[config.mk]
export PLATFORM = sky130hd
export DESIGN_NAME = tsli_queue
export DESIGN_NICKNAME = d
export VERILOG_FILES = /design/src/hdl/tsli_pkg.sv /design/src/hdl/tsli_queue.sv
export SDC_FILE = /design/constraint.sdc
export NUM_CORES = 1
export LEC_CHECK = 0
export ABC_CLOCK_PERIOD_IN_PS = 3900
export BUFFER_PORTS_ARGS = -buffer_cell sky130_fd_sc_hd__buf_2
export CAP_MARGIN = 5
export CORE_MARGIN = 4
export CORE_UTILIZATION = 52
export DETAILED_ROUTE_END_ITERATION = 10
export GPL_TIMING_DRIVEN = 0
export PLACE_DENSITY = 0.81
export SLEW_MARGIN = 20
export SYNTH_ARGS = -nofsm -noshare
export SYNTH_HDL_FRONTEND = slang
export SYNTH_SLANG_ARGS = --single-unit
[constraint.sdc]
create_clock -name i_clk -period 3.9 [get_ports i_clk]
set_input_delay 0.195 -clock i_clk [delete_from_list [all_inputs] [get_ports i_clk]]
set_output_delay 0.195 -clock i_clk [all_outputs]
set_load 0.1 [all_outputs]
[src/hdl/tsli_pkg.sv]
`default_nettype none
package tsli_pkg;

    typedef struct packed {
        logic        new_run;
        logic [31:0] sample_value;
        logic [31:0] current_time;
    } t_item;

    typedef struct packed {
        logic busy;
        logic out_load;
    } t_eng_status;

    localparam int QUEUE_DEPTH = 2;
    localparam int MUL_STEPS   = 33;
    localparam int DIV_STEPS   = 64;
    localparam int STEP_W      = 7;

endpackage
`default_nettype wire

[src/hdl/tsli_queue.sv]
`default_nettype none
module tsli_queue (
    input  wire                 i_clk,
    input  wire                 i_rst_n,
    input  wire                 i_push,
    input  tsli_pkg::t_item     i_item,
    output logic                o_full,
    input  wire                 i_pop,
    output logic                o_valid,
    output tsli_pkg::t_item     o_item
);
    tsli_pkg::t_item r_mem [tsli_pkg::QUEUE_DEPTH];
    logic r_wp, n_wp, r_rp, n_rp;
    logic [1:0] r_cnt, n_cnt;

    assign o_full  = (r_cnt == 2'(tsli_pkg::QUEUE_DEPTH));
    assign o_valid = (r_cnt != 2'd0);
    assign o_item  = r_mem[r_rp];

    always_comb begin
        n_wp  = r_wp;
        n_rp  = r_rp;
        n_cnt = r_cnt;
        if (i_push) begin
            n_wp = ~r_wp;
        end
        if (i_pop) begin
            n_rp = ~r_rp;
        end
        case ({i_push, i_pop})
            2'b10:   n_cnt = r_cnt + 2'd1;
            2'b01:   n_cnt = r_cnt - 2'd1;
            default: n_cnt = r_cnt;
        endcase
    end

    always_ff @(posedge i_clk) begin
        if (!i_rst_n) begin
            r_wp  <= 1'b0;
            r_rp  <= 1'b0;
            r_cnt <= 2'd0;
        end else begin
            r_wp  <= n_wp;
            r_rp  <= n_rp;
            r_cnt <= n_cnt;
        end
    end

    always_ff @(posedge i_clk) begin
        if (i_push) begin
            r_mem[r_wp] <= i_item;
        end
    end
endmodule
`default_nettype wire

# After elaboration in Yosys (flattened, before gate mapping)
# Memories as Yosys holds them, arrays and structs flattened. A register that Yosys moved wholly into a read port is not among the register bits.
# Cells that the tools add are included.
# classes
n_addsub	2
eq_ne	3
muxes	5
n_bitwise	2
reduce_logical	2
# op_table
cell	n
$eq A2 B2 Y1 const B	2
$mux W1	4
$pmux W2 S2	1
$reduce_bool A2 Y1	2
$add A2 B1 Y2 const B	1
$eq A2 B1 Y1 const B	1
$not A1 Y1	2
$sub A2 B1 Y2 const B	1
# totals
register_bits	4
ramBits	130
input_bits	69
mem_count	1
# mem_list
memory	depth	width	read_ports	rd_ports_with_merged_regs	wr	line	text
r_mem	2	65	1	1	1	tsli_queue.sv:12	tsli_pkg::t_item r_mem [tsli_pkg::QUEUE_DEPTH];

# Longest topological paths before layout
# Gate-level depths: netlist of run 1.
# depth
depth_word	3
depth_mapped	5

# Least setup slack after synthesis of run 1
# Ideal clock, no wire load.
# synth_timing
path_kind	register to register
from	register r_wp
to	memory r_mem[0][0] in the netlist's numbering (enable)
arrival_ns	3.052
required_ns	3.409
path_slack_ns	0.357
stages_incl_launch_ff	2
period_less_slack_ns	3.543
path_cell_list	dfxtp_1 > nor2_1
# synth_lines
item	line	text
start, declared	tsli_queue.sv:13	logic r_wp, n_wp, r_rp, n_rp;
start signal, assigned	tsli_queue.sv:43	r_wp <= n_wp;
end, declared	tsli_queue.sv:12	
# No word-level cell before the write port.

==> key figures, run 1 <==
Routing
  • 1st-iter DRT viols: 88
  • Detailed Route WL: 9790 µm
  • Routed length per instance: 17.2 µm
  • Antenna-violating nets left: 0
  • DRT Pass-1 Iters: 4
  • DR vias: 2805
  • DRC viols: 0
  • Vias per cell: 4.93

Floorplanning
  • Die area: 11000 µm²
  • Row Count: 35
  • # IOs: 136
  • Die height: 105 µm
  • Initial Util: 0.533
  • Core ar.: 9200 µm²
  • Chip Width: 105 µm

STA
  • Clk_skew: 4.69 ps
  • Fmax: 0.458 GHz
  • Final period utilization: 0.560
  • Fin. max-slew vios: 0
  • Setup violators final: 0
  • Endpoints failing hold: 0
  • Hold WS: 60.1 ps
  • Min Clock Period, post-route: 2180 ps
  • Relative slew margins: 0.500
  • Worst Max-Slew Pin Slew: 749 ps
  • RSZ-0062 raised after global routing: no

Clock network
  • Inserted Clock Buffers: 17
  • Later-pin clock latency in the skew report: 490 ps
  • Htree depth: 4
  • Number of clock sinks: 135
  • Root Buffer: clkbuf_8
  • CTS tree: built
  • Clock Path Buffers: 2
  • Worst-path clk slew: 50 ps

Worst setup path
  • Arrival time at the worst endpoint: 1990 ps
  • R2R Path Start: r_wp
  • R2R setup slack: 2180 ps
  • CP Class: flop to output pin
  • Reg2Reg Depth: 3
  • Crit. End Element: output pin
  • Crit path capture: o_item[47]
  • CP required: 3700 ps
  • Max FO, Critical Path: 10
  • Reg2reg end: r_mem[0][12]
  • Kind of start point of the critical path: flop

Pwr
  • Pleak: 2.70 nW
  • PD cells: 576 nW/µm²
  • Peak VDD IR: 0.349 mV
  • Design Power: 0.00404 W

Logic synthesis
  • Synth area leaders: edfxtp_1, mux2_2, dfxtp_1
  • Yosys reg bits: 135
  • Syn Area/Cell: 21.9 µm²
  • Synth Cell Area: 4900 µm²
  • Synth Warn #: 0
  • Unique masters post-synth: 18
  • Share of the synthesized area in the top cell type: 0.796
  • Post-synthesis cell count: 224
  • Seq/Total Area, Yosys: 0.817
  • Post-synth top area cell: edfxtp_1
  • Syn nets: 294

Global routing
  • GRT Total Usage: 0.191
  • Initial antenna violation count: 0
  • Largest net degree at the start of global routing: 44
  • Congestion Overflow GR: 0
  • First-pass GRT wire length: 16100 µm
  • Vias in the first global route: 3145

Cells and area
  • Layout cells sized above 1: 0.528
  • P&R area growth vs syn: 43.2%
  • Post-route cell area: 7020 µm²
  • Nets@finish: 517
  • Antenna diode count: 0

Placed design
  • Global placer's final weighted congestion: 0.708
  • PortBufs: 135
  • Area after DPL: 5810 µm²
  • Dpl hpwl: 5800 µm

Hold path
  • HP Class: input port to flop

Status
  • Status: finished clean

Job
  • Max-cap violations: 0
## Yosys cell counts
| cell | n |
|---|---|
| edfxtp_1 | 130 |
| mux2_2 | 65 |
| buf_4 | 5 |
| dfxtp_1 | 5 |
| and2_1 | 4 |
| buf_2 | 2 |
| xnor2_1 | 2 |
| a21boi_1 | 1 |
| and2b_2 | 1 |
| ha_1 | 1 |
| inv_1 | 1 |
| nor2_1 | 1 |
| nor2b_1 | 1 |
| o21a_1 | 1 |
| o21ai_0 | 1 |
| or2_2 | 1 |
| or3_1 | 1 |
| xor2_1 | 1 |
## how the worst min path moves through the flow
stage | from | end | slack, ps | cells after the start
after global placement | i_item[2] | r_mem[1][2] | 380 | 1
after floorplan | i_item[0] | r_mem[0][0] | 290 | 0
final | i_pop | flop | 60 | 3
after CTS | i_pop | flop | 30 | 3
after detailed placement | i_item[44] | r_mem[1][44] | 390 | 1
after global routing | i_pop | flop | 60 | 3
## metrics by stage
| step | setup slack, ps | cells | TNS, ps | utilization |
|---|---|---|---|---|
| final | 1720 | 569 | 0 | 0.763 |
| after global routing | 1600 | 569 | 0 | 0.763 |
| after CTS | 1660 | 569 | 0 | 0.763 |
| after detailed placement | 2150 | 473 | 0 | 0.632 |
| after global placement | -1150 | 470 | -76060 | 0.622 |
| after floorplan | 357 | 224 | 0 | - |
## power by group
| group | switching (W) | internal (W) |
|---|---|---|
| Combinational | 0.000680 | 0.000213 |
| Sequential | 0.0000203 | 0.00168 |
| Clock | 0.000555 | 0.000901 |
| Total | 0.00126 | 0.00279 |
## metal layers
| layer | routed length (µm) | GRT usage |
|---|---|---|
| met2 | 5440 | 0.342 |
| met4 | 61 | 0.0637 |
| met5 | 0 | 0 |
| met3 | 555 | 0.0624 |
| met1 | 3740 | 0.216 |
## worst max-delay path: stages (launching register included)
cell     delay, ps
dfxtp_1        310
buf_2          270
buf_4          250
mux2_2         360
buf_2          290
## cell usage in the layout, fill, tap and decap left out
master / synthesis / final
buf_2: 2 / 137
edfxtp_1: 130 / 130
dlygate4sd3_1: 0 / 66
mux2_2: 65 / 65
clkbuf_16: 0 / 16
buf_4: 5 / 5
dfxtp_1: 5 / 5
and2_1: 4 / 3
clkinv_4: 0 / 3
clkinvlp_4: 0 / 3
buf_16: 0 / 3
xnor2_1: 2 / 2
bufinv_16: 0 / 2
clkinv_2: 0 / 2
or2_2: 1 / 1
and2_4: 0 / 1
inv_1: 1 / 1
xor2_1: 1 / 1
and2b_2: 1 / 1
nor2_4: 0 / 1
nor2b_1: 1 / 1
o21a_1: 1 / 1
o21ai_0: 1 / 1
or3_1: 1 / 1
a21boi_1: 1 / 1
ha_1: 1 / 1
clkbuf_8: 0 / 1
clkbuf_1: 0 / 1
inv_6: 0 / 1
clkinv_1: 0 / 1
## cell families after synthesis
family,synth area share
DFF,0.817
muxes,0.149
and+or+nand+nor,0.0115
buffers and inverters,0.0105
AOI/OAI and AO/OA,0.00408
xor gates and xnor gates,0.00536
adders and majority gates,0.00255
## cell type report
class                           instances  area [µm²]
Sequential cell                       135        4000
Clock buffer                           18         418
Fill cell                             547        2180
Multi-Input combinational cell         81         857
Clock inverter                         12         131
Buffer                                  7        47.5
Timing Repair Buffer                  204        1420
Tap cell                              111         139
Inverter                                1        3.75
## registers in the layout, summed over array words and instances, names as in the netlist, named ones only
name	count
r_mem	130
r_cnt	2
r_rp	1
r_wp	1
## timing repair
action	CTS	global route
resized for setup	0	0
hold buffers	66	0
buffers inserted	0	0
endpoints found under the hold margin	135	0
Power figures use the tool's default switching activity.
==> inputs of run 2 (changes only) <==
- ABC_CLOCK_PERIOD_IN_PS: 3900 -> 2000
- CORE_UTILIZATION: 52 -> 47
- PLACE_DENSITY: 0.81 -> 0.78
- clock period: 3.9 -> 2 ns (I/O delays scaled with it)
==> key figures, run 2 (same netlist as run 1, synthesis figures left out) <==
Placed design
  • Global placer's final weighted congestion: 0.675 (-4.6%)
  • Dpl hpwl: 5800 µm (about the same)
  • Placed Cells: 499 (+5.5%)
  • PortBufs: 135 (unchanged)

Clock network
  • Later-pin clock latency in the skew report: 510 ps (+20 ps)
  • Worst-path clk slew: 60 ps (about the same)
  • Inserted Clock Buffers: 17 (unchanged)
  • Number of clock sinks: 135 (unchanged)
  • CTS tree: built
  • Clock Path Buffers: 2 (unchanged)
  • Root Buffer: clkbuf_8
  • Post-CTS Setup Inserts: 0 (unchanged)
  • Htree depth: 4 (unchanged)

Routing
  • 1st-iter DRT viols: 113 (+28%)
  • DRC viols: 0 (unchanged)
  • Detailed Route WL: 9870 µm (+0.76%)
  • Routed length per instance: 16.5 µm (-4.1%)
  • DR vias: 2845 (+1.4%)
  • Antenna-violating nets left: 0 (unchanged)
  • DRT Pass-1 Iters: 4 (unchanged)
  • Vias per cell: 4.76 (-3.5%)

STA
  • Clk_skew: 6.20 ps (+1.51 ps)
  • Post-route setup TNS: 0 ps (unchanged)
  • Final period utilization: 0.968
  • RSZ-0062 raised after global routing: yes
  • Fin. max-slew vios: 0 (unchanged)
  • Worst Max-Slew Pin Slew: 497 ps (-251 ps)
  • Setup violators final: 0 (unchanged)
  • Fmax: 0.517 GHz
  • Min Clock Period, post-route: 1940 ps
  • Endpoints failing hold: 0 (unchanged)
  • Relative slew margins: 0.671 (+0.171)

Floorplanning
  • Row Count: 37 (+5.7%)
  • Initial Util: 0.479 (-0.0539)
  • Core ar.: 10200 µm² (+11%)
  • Die area: 12100 µm² (+9.8%)
  • Chip Width: 110 µm (+4.8%)
  • Die height: 110 µm (+4.8%)
  • # IOs: 136 (unchanged)

Pwr
  • PD cells: 1080 nW/µm² (+87%)
  • Design Power: 0.00771 W (+91%)
  • Peak VDD IR: 0.698 mV (+100%)
  • Pleak: 2.74 nW (+1.4%)

Worst setup path
  • Arrival time at the worst endpoint: 1840 ps (-150 ps)
  • CP bufs+invs: 3 (unchanged)
  • CP required: 1900 ps (-1800 ps)
  • R2R setup slack: 530 ps (-1650 ps)
  • Kind of start point of the critical path: flop
  • CP Class: flop to output pin
  • CP max stage cell: mux2_2
  • Max FO, Critical Path: 10 (unchanged)
  • Crit. End Element: output pin
  • Most frequent CP cell: buf_4
  • Critical path cell sequence: buf_4 -> buf_4 -> mux2_2 -> buf_4
  • Largest stage delay, worst path: 360 ps (about the same)
  • Crit-path leading delay family: buffers and inverters

Cells and area
  • FILL cells: 673 (+23%)
  • Commonest non-fill, non-tap cell in the layout: edfxtp_1
  • Most frequent cells in the layout: edfxtp_1, buf_2, dlygate4sd3_1, mux2_2, buf_4
  • P&R area growth vs syn: 46.1%
  • Nets@finish: 520 (+0.58%)
  • Layout cells sized above 1: 0.530 (+0.00192)
  • Max reg flops: 130 (unchanged)
  • Biggest register: r_mem
  • Antenna diode count: 0 (unchanged)
  • Top Registers: r_mem x130, r_cnt x2
  • Non-Filler Instances: 598 (+5.1%)

Global routing
  • Vias in the first global route: 3104 (-1.3%)
  • GRT Total Usage: 0.167 (-0.0243)
  • First-pass GRT wire length: 14700 µm (-8.8%)
  • Largest net degree at the start of global routing: 36 (-18%)
  • Initial antenna violation count: 0 (unchanged)
  • Congestion Overflow GR: 0 (unchanged)

Status
  • Status: finished clean

Job
  • Max-cap violations: 0 (unchanged)

Hold path
  • HP Class: input port to flop
[run 2: changes by cell type in the layout (fill, tap and decap cells not counted), sizes merged]
cell,previous run,this run
clkinv,6,9
bufinv,2,0
clkinvlp,3,5
dlygate4sd3,66,68
buf,145,146
clkbuf,18,17
inv,2,1
[run 2: tightest hold or removal path: cells and delay by family]
kind          cells  cell delay, ps
buf+inv           2             220
simple gates      1              80
[run 2: what timing repair did]
item,in CTS,in global routing
hold buffers,68,0
resized for setup,51,0
hold endpoints to repair,135,0
endpoints found under the setup margin,50,50
[run 2: final timing paths]
kind / endpoint / from / cells after the start
setup reg to reg: r_mem[1][41] / r_wp / 2
hold / removal: r_mem[0][64] / i_push / 3
setup / recovery: o_item[23] / flop / 4
hold reg to reg: r_cnt[1] / r_cnt[1] / 2
[run 2: routing by layer]
layer / routed length [µm] / global-route usage
met1: 3730 / 0.172
met4: 107 / 0.0730
met2: 5350 / 0.303
met5: 0 / 0
met3: 685 / 0.0612
[run 2: stage by stage]
step	util	hold slack, ps	setup WS (ps)	instance area [µm²]
3_3_place_gp	0.563	287	-209	5760
4_1_cts	0.700	44.4	15.2	7160
3_5_place_dp	0.572	293	431	5850
5_1_grt	0.700	61.1	-47.2	7160
2_1_floorplan	-	199	276	4910
6_report	0.700	71.7	64.2	7160
[run 2: final cells by class]
type	count	area [µm²]	area share
Multi-Input combinational cell	81	857	0.120
Timing Repair Buffer	207	1580	0.220
Sequential cell	135	4000	0.559
Tap cell	136	170	0.0238
Inverter	1	3.75	0.000524
Buffer	7	50.0	0.00699
Clock buffer	17	414	0.0578
Clock inverter	14	88.8	0.0124
[run 2: report_power, final]
group	switching (W)	internal [W]
clock network	0.00110	0.00149
logic	0.00133	0.000486
registers	0.0000389	0.00327
==> inputs of run 3 (changes only) <==
- ABC_CLOCK_PERIOD_IN_PS: 2000 -> 2500
- CAP_MARGIN: 5 -> 20
- CORE_UTILIZATION: 47 -> 55
- PLACE_DENSITY: 0.78 -> 0.85
- clock period: 2 -> 2.5 ns (I/O delays scaled with it)
==> key figures, run 3 (same netlist as run 1, synthesis figures left out) <==
Global routing
  • Congestion Overflow GR: 0 (unchanged)
  • GRT Total Usage: 0.202 (+0.0345)
  • Initial antenna violation count: 0 (unchanged)
  • Largest net degree at the start of global routing: 34 (-5.6%)
  • Vias in the first global route: 3160 (+1.8%)
  • First-pass GRT wire length: 15500 µm (+5.9%)

Floorplanning
  • Initial Util: 0.565 (+0.0857)
  • Die height: 102 µm (-7.0%)
  • Row Count: 34 (-8.1%)
  • # IOs: 136 (unchanged)
  • Chip Width: 102 µm (-7.0%)
  • Die area: 10500 µm² (-14%)
  • Core ar.: 8680 µm² (-15%)

Cells and area
  • Nets@finish: 519 (-0.19%)
  • Non-Filler Instances: 570 (-4.7%)
  • FILL cells: 443 (-34%)
  • P&R area growth vs syn: 43.6%
  • Top Registers: r_mem x130, r_cnt x2
  • Commonest non-fill, non-tap cell in the layout: buf_2
  • Antenna diode count: 0 (unchanged)
  • Max reg flops: 130 (unchanged)
  • Biggest register: r_mem
  • Layout cells sized above 1: 0.530 (unchanged)
  • Most frequent cells in the layout: buf_2, edfxtp_1, dlygate4sd3_1, mux2_2, clkbuf_16

STA
  • Setup violators final: 0 (unchanged)
  • Hold WS: 354 ps (+283 ps)
  • Clk_skew: 7.66 ps (+1.46 ps)
  • RSZ-0062 raised after global routing: no
  • Post-route setup TNS: 0 ps (unchanged)
  • Worst Max-Slew Pin Slew: 623 ps (+125 ps)
  • Relative slew margins: 0.584 (-0.0869)
  • Final period utilization: 0.843
  • Endpoints failing hold: 0 (unchanged)
  • Worst setup margin: 391 ps (+327 ps)
  • Min Clock Period, post-route: 2110 ps
  • Fin. max-slew vios: 0 (unchanged)
  • Fmax: 0.474 GHz

Hold path
  • HP Class: input port to flop

Routing
  • DR vias: 2828 (-0.60%)
  • DRT Pass-1 Iters: 4 (unchanged)
  • Antenna-violating nets left: 0 (unchanged)
  • Vias per cell: 4.96 (+4.3%)
  • Detailed Route WL: 9900 µm (+0.33%)
  • Wire length on met3: 600 µm (-12%)
  • DRT met1 WL: 3630 µm (-2.8%)
  • Routed length per instance: 17.4 µm (+5.3%)
  • Metal2 WL: 5480 µm (+2.5%)
  • DRC viols: 0 (unchanged)
  • 1st-iter DRT viols: 89 (-21%)
  • DR top layer: met4

Worst setup path
  • Critical path cell sequence: buf_2 -> buf_4 -> mux2_2 -> buf_2
  • CP bufs+invs: 3 (unchanged)
  • CP required: 2380 ps (+480 ps)
  • CP max stage cell: mux2_2
  • Max FO, Critical Path: 10 (unchanged)
  • Kind of start point of the critical path: flop
  • Crit. End Element: output pin
  • Most frequent CP cell: buf_2
  • Arrival time at the worst endpoint: 1980 ps (+140 ps)
  • Crit-path leading delay family: buffers and inverters
  • CP Class: flop to output pin
  • Largest stage delay, worst path: 360 ps (about the same)

Pwr
  • Design Power: 0.00638 W (-17%)
  • PD cells: 906 nW/µm² (-16%)
  • Peak VDD IR: 0.649 mV (-7.0%)
  • Pleak: 2.70 nW (-1.3%)

Clock network
  • Worst-path clk slew: 60 ps (about the same)
  • Resized Gates After CTS: 0 (-100%)
  • CTS tree: built
  • Htree depth: 4 (unchanged)
  • Clock Path Buffers: 2 (unchanged)
  • Later-pin clock latency in the skew report: 490 ps (-20 ps)
  • Inserted Clock Buffers: 17 (unchanged)
  • Number of clock sinks: 135 (unchanged)
  • Root Buffer: clkbuf_8

Placed design
  • Placed Cells: 470 (-5.8%)
  • Dpl hpwl: 5990 µm (+3.3%)
  • PortBufs: 135 (unchanged)
  • Place WS: 897 ps (+466 ps)
  • Global placer's final weighted congestion: 0.672 (-0.50%)

Job
  • Max-cap violations: 0 (unchanged)

Status
  • Status: finished clean
## run 3: path summary, 6_finish.rpt
path,from,endpoint,slack [ps],cells after the start
min,i_item[34],r_mem[1][34],350,2
max,flop,o_item[33],390,4
min reg2reg,r_cnt[1],r_cnt[1],590,2
max reg2reg,r_wp,r_mem[1][55],1010,2
## run 3: area by class of cell
cell class                 instances  area, µm²  share of cell area
multi-input combinational         81        857               0.122
buffer                             7       47.5             0.00675
inverter                           1       3.75            0.000533
timing repair buffer             206       1420               0.202
clock inverter                    14        150              0.0213
tap                              108        135              0.0192
sequential                       135       4000               0.569
clock buffer                      18        418              0.0594
## run 3: routing by layer
metal	vias up	global-route usage
li1	1334	-
met1	1374	0.218
met2	100	0.370
met3	20	0.0642
met4	0	0.0716
met5	-	0
## run 3: worst register-to-register path: cells and delay by family (launching register included)
| family | cells | cell delay, ps |
|---|---|---|
| DFF | 1 | 400 |
| buffers and inverters | 1 | 280 |
| and+or+nand+nor | 1 | 490 |
## run 3: repair_timing
action                                 in CTS  in global routing
endpoints found under the hold margin     135                  0
setup buffers                               0                  0
hold buffers                               68                  0
## run 3: per-stage QoR
step	utilization	area, µm²
2_1_floorplan	-	4900
3_3_place_gp	0.659	5720
3_5_place_dp	0.667	5790
4_1_cts	0.811	7040
5_1_grt	0.811	7040
6_report	0.811	7040
## run 3: where the power goes
| group | switching [W] | internal, W | total (W) |
|---|---|---|---|
| combinational | 0.00106 | 0.000332 | 0.00140 |
| sequential | 0.0000337 | 0.00261 | 0.00265 |
| clock | 0.000910 | 0.00143 | 0.00234 |
